`src/hdl/spd_pkg.sv`:
```
`default_nettype none

package spd_pkg;

    localparam int NODE_W = 6;
    localparam int COST_W = 16;
    localparam int DIST_W = 22;
    localparam int NCFG_W = 7;

    localparam logic [DIST_W-1:0] DIST_INF = {DIST_W{1'b1}};
    localparam logic [NCFG_W-1:0] NODE_COUNT_RST = 7'd64;

    typedef struct packed {
        logic [NODE_W-1:0] edge_from;
        logic [NODE_W-1:0] edge_to;
        logic [COST_W-1:0] edge_cost;
        logic              last_edge;
    } spd_in_t;

    typedef struct packed {
        logic [NODE_W-1:0] node_index;
        logic              reachable;
        logic [DIST_W-1:0] distance;
        logic              last_node;
    } spd_out_t;

    typedef struct packed {
        logic [NODE_W-1:0] edge_from;
        logic [NODE_W-1:0] edge_to;
        logic [COST_W-1:0] edge_cost;
    } spd_edge_t;

    typedef struct packed {
        logic store;
        logic init;
        logic node_rst;
        logic scan_rd;
        logic emit_rd;
        logic mark;
        logic edge_rst;
        logic edge_rd;
        logic dist_rd;
        logic relax;
        logic edges_clr;
    } spd_cmd_t;

    typedef struct packed {
        logic node_last;
        logic found;
        logic edge_done;
    } spd_stat_t;

endpackage

`default_nettype wire

```
`src/hdl/spd_ctrl.sv`:
```
`default_nettype none

module spd_ctrl
    import spd_pkg::*;
(
    input  wire logic      clk,
    input  wire logic      rst_n,
    input  wire logic      start,
    input  wire logic      last_edge,
    input  wire spd_stat_t stat,
    output spd_cmd_t       cmd,
    output logic           busy
);

    typedef enum logic [3:0] {
        IDLE,
        INIT,
        SCAN_START,
        SCAN,
        SCAN_WAIT,
        SCAN_DONE,
        EDGE_RD,
        EDGE_DIST,
        EDGE_UPD,
        EMIT_START,
        EMIT,
        FLUSH
    } state_t;

    state_t state_reg;
    state_t state_next;

    always_ff @(posedge clk or negedge rst_n)
    begin
        if (!rst_n)
        begin
            state_reg <= IDLE;
        end
        else
        begin
            state_reg <= state_next;
        end
    end

    always_comb
    begin
        state_next = state_reg;
        cmd        = '0;
        case (state_reg)
            IDLE:
            begin
                if (start)
                begin
                    cmd.store = 1'b1;
                    if (last_edge)
                    begin
                        state_next = INIT;
                    end
                end
            end
            INIT:
            begin
                cmd.init   = 1'b1;
                state_next = SCAN_START;
            end
            SCAN_START:
            begin
                cmd.node_rst = 1'b1;
                state_next   = SCAN;
            end
            SCAN:
            begin
                cmd.scan_rd = 1'b1;
                if (stat.node_last)
                begin
                    state_next = SCAN_WAIT;
                end
            end
            SCAN_WAIT:
            begin
                state_next = SCAN_DONE;
            end
            SCAN_DONE:
            begin
                if (stat.found)
                begin
                    cmd.mark     = 1'b1;
                    cmd.edge_rst = 1'b1;
                    state_next   = EDGE_RD;
                end
                else
                begin
                    state_next = EMIT_START;
                end
            end
            EDGE_RD:
            begin
                cmd.edge_rd = 1'b1;
                state_next  = EDGE_DIST;
            end
            EDGE_DIST:
            begin
                cmd.dist_rd = 1'b1;
                state_next  = EDGE_UPD;
            end
            EDGE_UPD:
            begin
                cmd.relax = 1'b1;
                if (stat.edge_done)
                begin
                    state_next = SCAN_START;
                end
                else
                begin
                    state_next = EDGE_RD;
                end
            end
            EMIT_START:
            begin
                cmd.node_rst = 1'b1;
                state_next   = EMIT;
            end
            EMIT:
            begin
                cmd.emit_rd = 1'b1;
                if (stat.node_last)
                begin
                    state_next = FLUSH;
                end
            end
            FLUSH:
            begin
                cmd.edges_clr = 1'b1;
                state_next    = IDLE;
            end
            default:
            begin
                state_next = IDLE;
            end
        endcase
    end

    assign busy = (state_reg != IDLE);

endmodule

`default_nettype wire

```
`config.mk`:
```
export PLATFORM = sky130hd
export DESIGN_NAME = spd_ctrl
export DESIGN_NICKNAME = d
export VERILOG_FILES = /design/src/hdl/spd_pkg.sv /design/src/hdl/spd_ctrl.sv
export SDC_FILE = /design/constraint.sdc
export NUM_CORES = 1
export LEC_CHECK = 0
export ABC_CLOCK_PERIOD_IN_PS = 1670
export BUFFER_PORTS_ARGS = -buffer_cell sky130_fd_sc_hd__buf_2
export CORE_AREA = 2 2 39 41
export CTS_CLUSTER_SIZE = 12
export DETAILED_ROUTE_END_ITERATION = 10
export DIE_AREA = 0 0 41 43
export MAX_ROUTING_LAYER = met4
export PLACE_DENSITY_LB_ADDON = 0.05
export SLEW_MARGIN = 20
export SYNTH_ARGS = -nofsm -noshare
export SYNTH_HDL_FRONTEND = slang
export SYNTH_SLANG_ARGS = --single-unit
```
`constraint.sdc`:
```
create_clock -name clk -period 1.67 [get_ports clk]
set_input_delay 0.2505 -clock clk [delete_from_list [all_inputs] [get_ports clk]]
set_output_delay 0.2505 -clock clk [all_outputs]
set_load 0.05 [all_outputs]
```
==> out/metrics.yaml <==
power.switching_mw: 0.740
drc: 0
clk_latency_ns: 0.23
async_reset_ff_share_pct: 100
fp-row-count: 14
netlist_top_cells_count: "6 x nor2_1, 4 x dfrtp_1, 4 x inv_1"
grt_pass1_wl_um: 1750
drv_slew: 0
use_met2_pct: 21.6
setup_viol: 0
internal_power_mw: 0.676
hold_path_class: "input pin to flop"
dp.cells: 87
cts_made_buffers: 3
wl_um: 1100
gp_congestion: 0.727
grt.overflow.total: 0
pin_count: 19
post-route-period-util_pct: 96.8
drt-vias-per-instance: 4.96
cts_sinks: 4
status: "finished clean"
crit_required_ns: 1.42
end_kind: "output pin"
slew_headroom_pct: 81.1
syn_area_um2: 383
drive_gt1_share_pct: 58.4
synth_area_leaders: "dfrtp_1 26%, nor2_1 5.9%, a22o_1 4.6%"
placement.io_buffers: 18
synth_nets: 59
synthToLayoutAreaGrowth_pct: 74.8
period_needed_ns: 1.62
fin_nets: 86
ys_types: 29
synth_edf_count: 0
dr_total_vias: 461
hpwl_um: 822
cts_tree: "built"
syn_area_per_cell_um2: 7.36
final_util_pct: 48.4
grt_start_max_net_pins: 13
yosys.area.top_type: "dfrtp_1"
cts_buffer_depth: 2
met3_usage_pct: 0
worst_pin_slew_ns: 0.282
ir_drop_uv: 784
initial_core_util_pct: 27.7
power_frac_clock_pct: 8.2
fmax_ghz: 0.619
hold_viol_final: 0
die_x_um: 41
first_iter_violations: 8
h-tree-depth: 1
core_um2: 1380
ant_nets: 0
wl_per_cell_um: 11.8
fp.dieH_um: 43
p_per_area_nw_per_um2: 2110
grtUsageTotal_pct: 14.8
n_antenna_cell: 0
comb_power_share_pct: 76.3
largest_reg_flops: 4
die-area_um2: 1760
grt.busiest_layer: "met2"
crit_path_max_fanout: 9
crit_type: "flop to output pin"
synth_top_area_share_pct: 26.1
grt_pass1_vias: 411
drv_cap: 0
yosysMostFrequentCell: "nor2_1"
antenna_found_initial: 0
final_cells: 93
switching_share_pct: 52.3
seq_power_share_pct: 15.5
skew_ns: 0.00123
p_leak_nw: 0.298
cts.clk_slew.worst_paths_ns: 0.04
cts_root_buf: "clkbuf_4"
start_kind: "flop"
worstPathArrival_ns: 1.37
yosysSeqAreaShare_pct: 26.1
syn_inst: 52
firstDrtPassIters: 2
rsz0062_at_grt: "true"
grt_use_met1_pct: 20.3
ys_ff_latch: 4
ys_warn_count: 0
synth_flop_cell: "dfrtp_1"
-- worst max-delay path, stage by stage, from the launching register on --
cell and delay, ns:
dfrtp_2 0.47, buf_4 0.18, nor4b_2 0.23, buf_4 0.24
-- placed cells by master (no fill, tap or decap), types with 2 or more instances in the layout --
| master | instances |
|---|---|
| dfrtp_2 | 3 |
| a21oi_1 | 2 |
| clkbuf_4 | 5 |
| inv_1 | 3 |
| buf_4 | 8 |
| buf_6 | 6 |
| a22o_1 | 2 |
| nor2_2 | 2 |
| nor2_1 | 4 |
| nand2_1 | 2 |
| buf_2 | 10 |
| o22a_1 | 2 |
| o21ai_1 | 2 |
| nor3_2 | 2 |
-- per-layer routing --
layer  wire [µm]  up-vias
met5           0        -
met4           0        0
met3          20        0
met2         553        8
met1         528      215
li1            -      238
-- stage by stage --
| stage | setup slack [ns] | cell area (µm²) | hold slack, ns | setup TNS (ns) | power, mW |
|---|---|---|---|---|---|
| 2_1_floorplan | -0.250 | 423 | -0.0451 | -0.485 | 0.907 |
| 3_3_place_gp | 0.160 | 554 | 0.0570 | 0 | 1.15 |
| 3_5_place_dp | 0.159 | 554 | 0.0573 | 0 | 1.14 |
| 4_1_cts | -0.0518 | 616 | 0.326 | -0.214 | 1.32 |
| 5_1_grt | -0.0206 | 669 | 0.354 | -0.0418 | 1.53 |
| 6_report | 0.0533 | 669 | 0.332 | 0 | 1.42 |
-- power groups by stage --
stage	combinational, mW	clock [mW]	sequential [mW]
floorplan	0.730	0	0.177
global placement	0.953	0	0.200
detailed placement	0.940	0	0.201
CTS	0.998	0.125	0.201
global route	1.17	0.125	0.230
finish	1.08	0.116	0.219
-- kinds of logic after synthesis --
kind of cell    Yosys count  synth area share [%]
simple gates             21                  29.1
flops                     4                  26.1
buf+inv                   9                  10.1
mux                       1                  2.61
compound gates           17                  32.0
-- area by class of cell --
class	count	area, µm²
Inverter	4	15.0
Tap cell	16	20.0
Timing Repair Buffer	27	203
Clock buffer	3	22.5
Multi-Input combinational cell	39	305
Fill cell	137	714
Sequential cell	4	104
-- worst paths after layout --
check                        startpoint            to  slack [ns]  depth (start not counted)
max                        state_reg[2]        cmd[9]        0.05                          3
min                             stat[2]  state_reg[0]        0.33                          4
max reg2reg                state_reg[3]  state_reg[0]        0.18                          5
min reg2reg                state_reg[3]  state_reg[2]        0.66                          2
max in group asynchronous         rst_n  state_reg[1]        1.19                          2
min in group asynchronous         rst_n  state_reg[3]        0.35                          2
-- what timing repair did --
item / CTS / global route
setup endpoints to repair: 9 / 10
gates resized for setup: 7 / 16
buffers inserted: 1 / 1
pin swaps: 0 / 1
cloned: 0 / 0
hold buffers: 1 / 0
hold endpoints to repair: 4 / 0
Power figures use the tool's default switching activity.
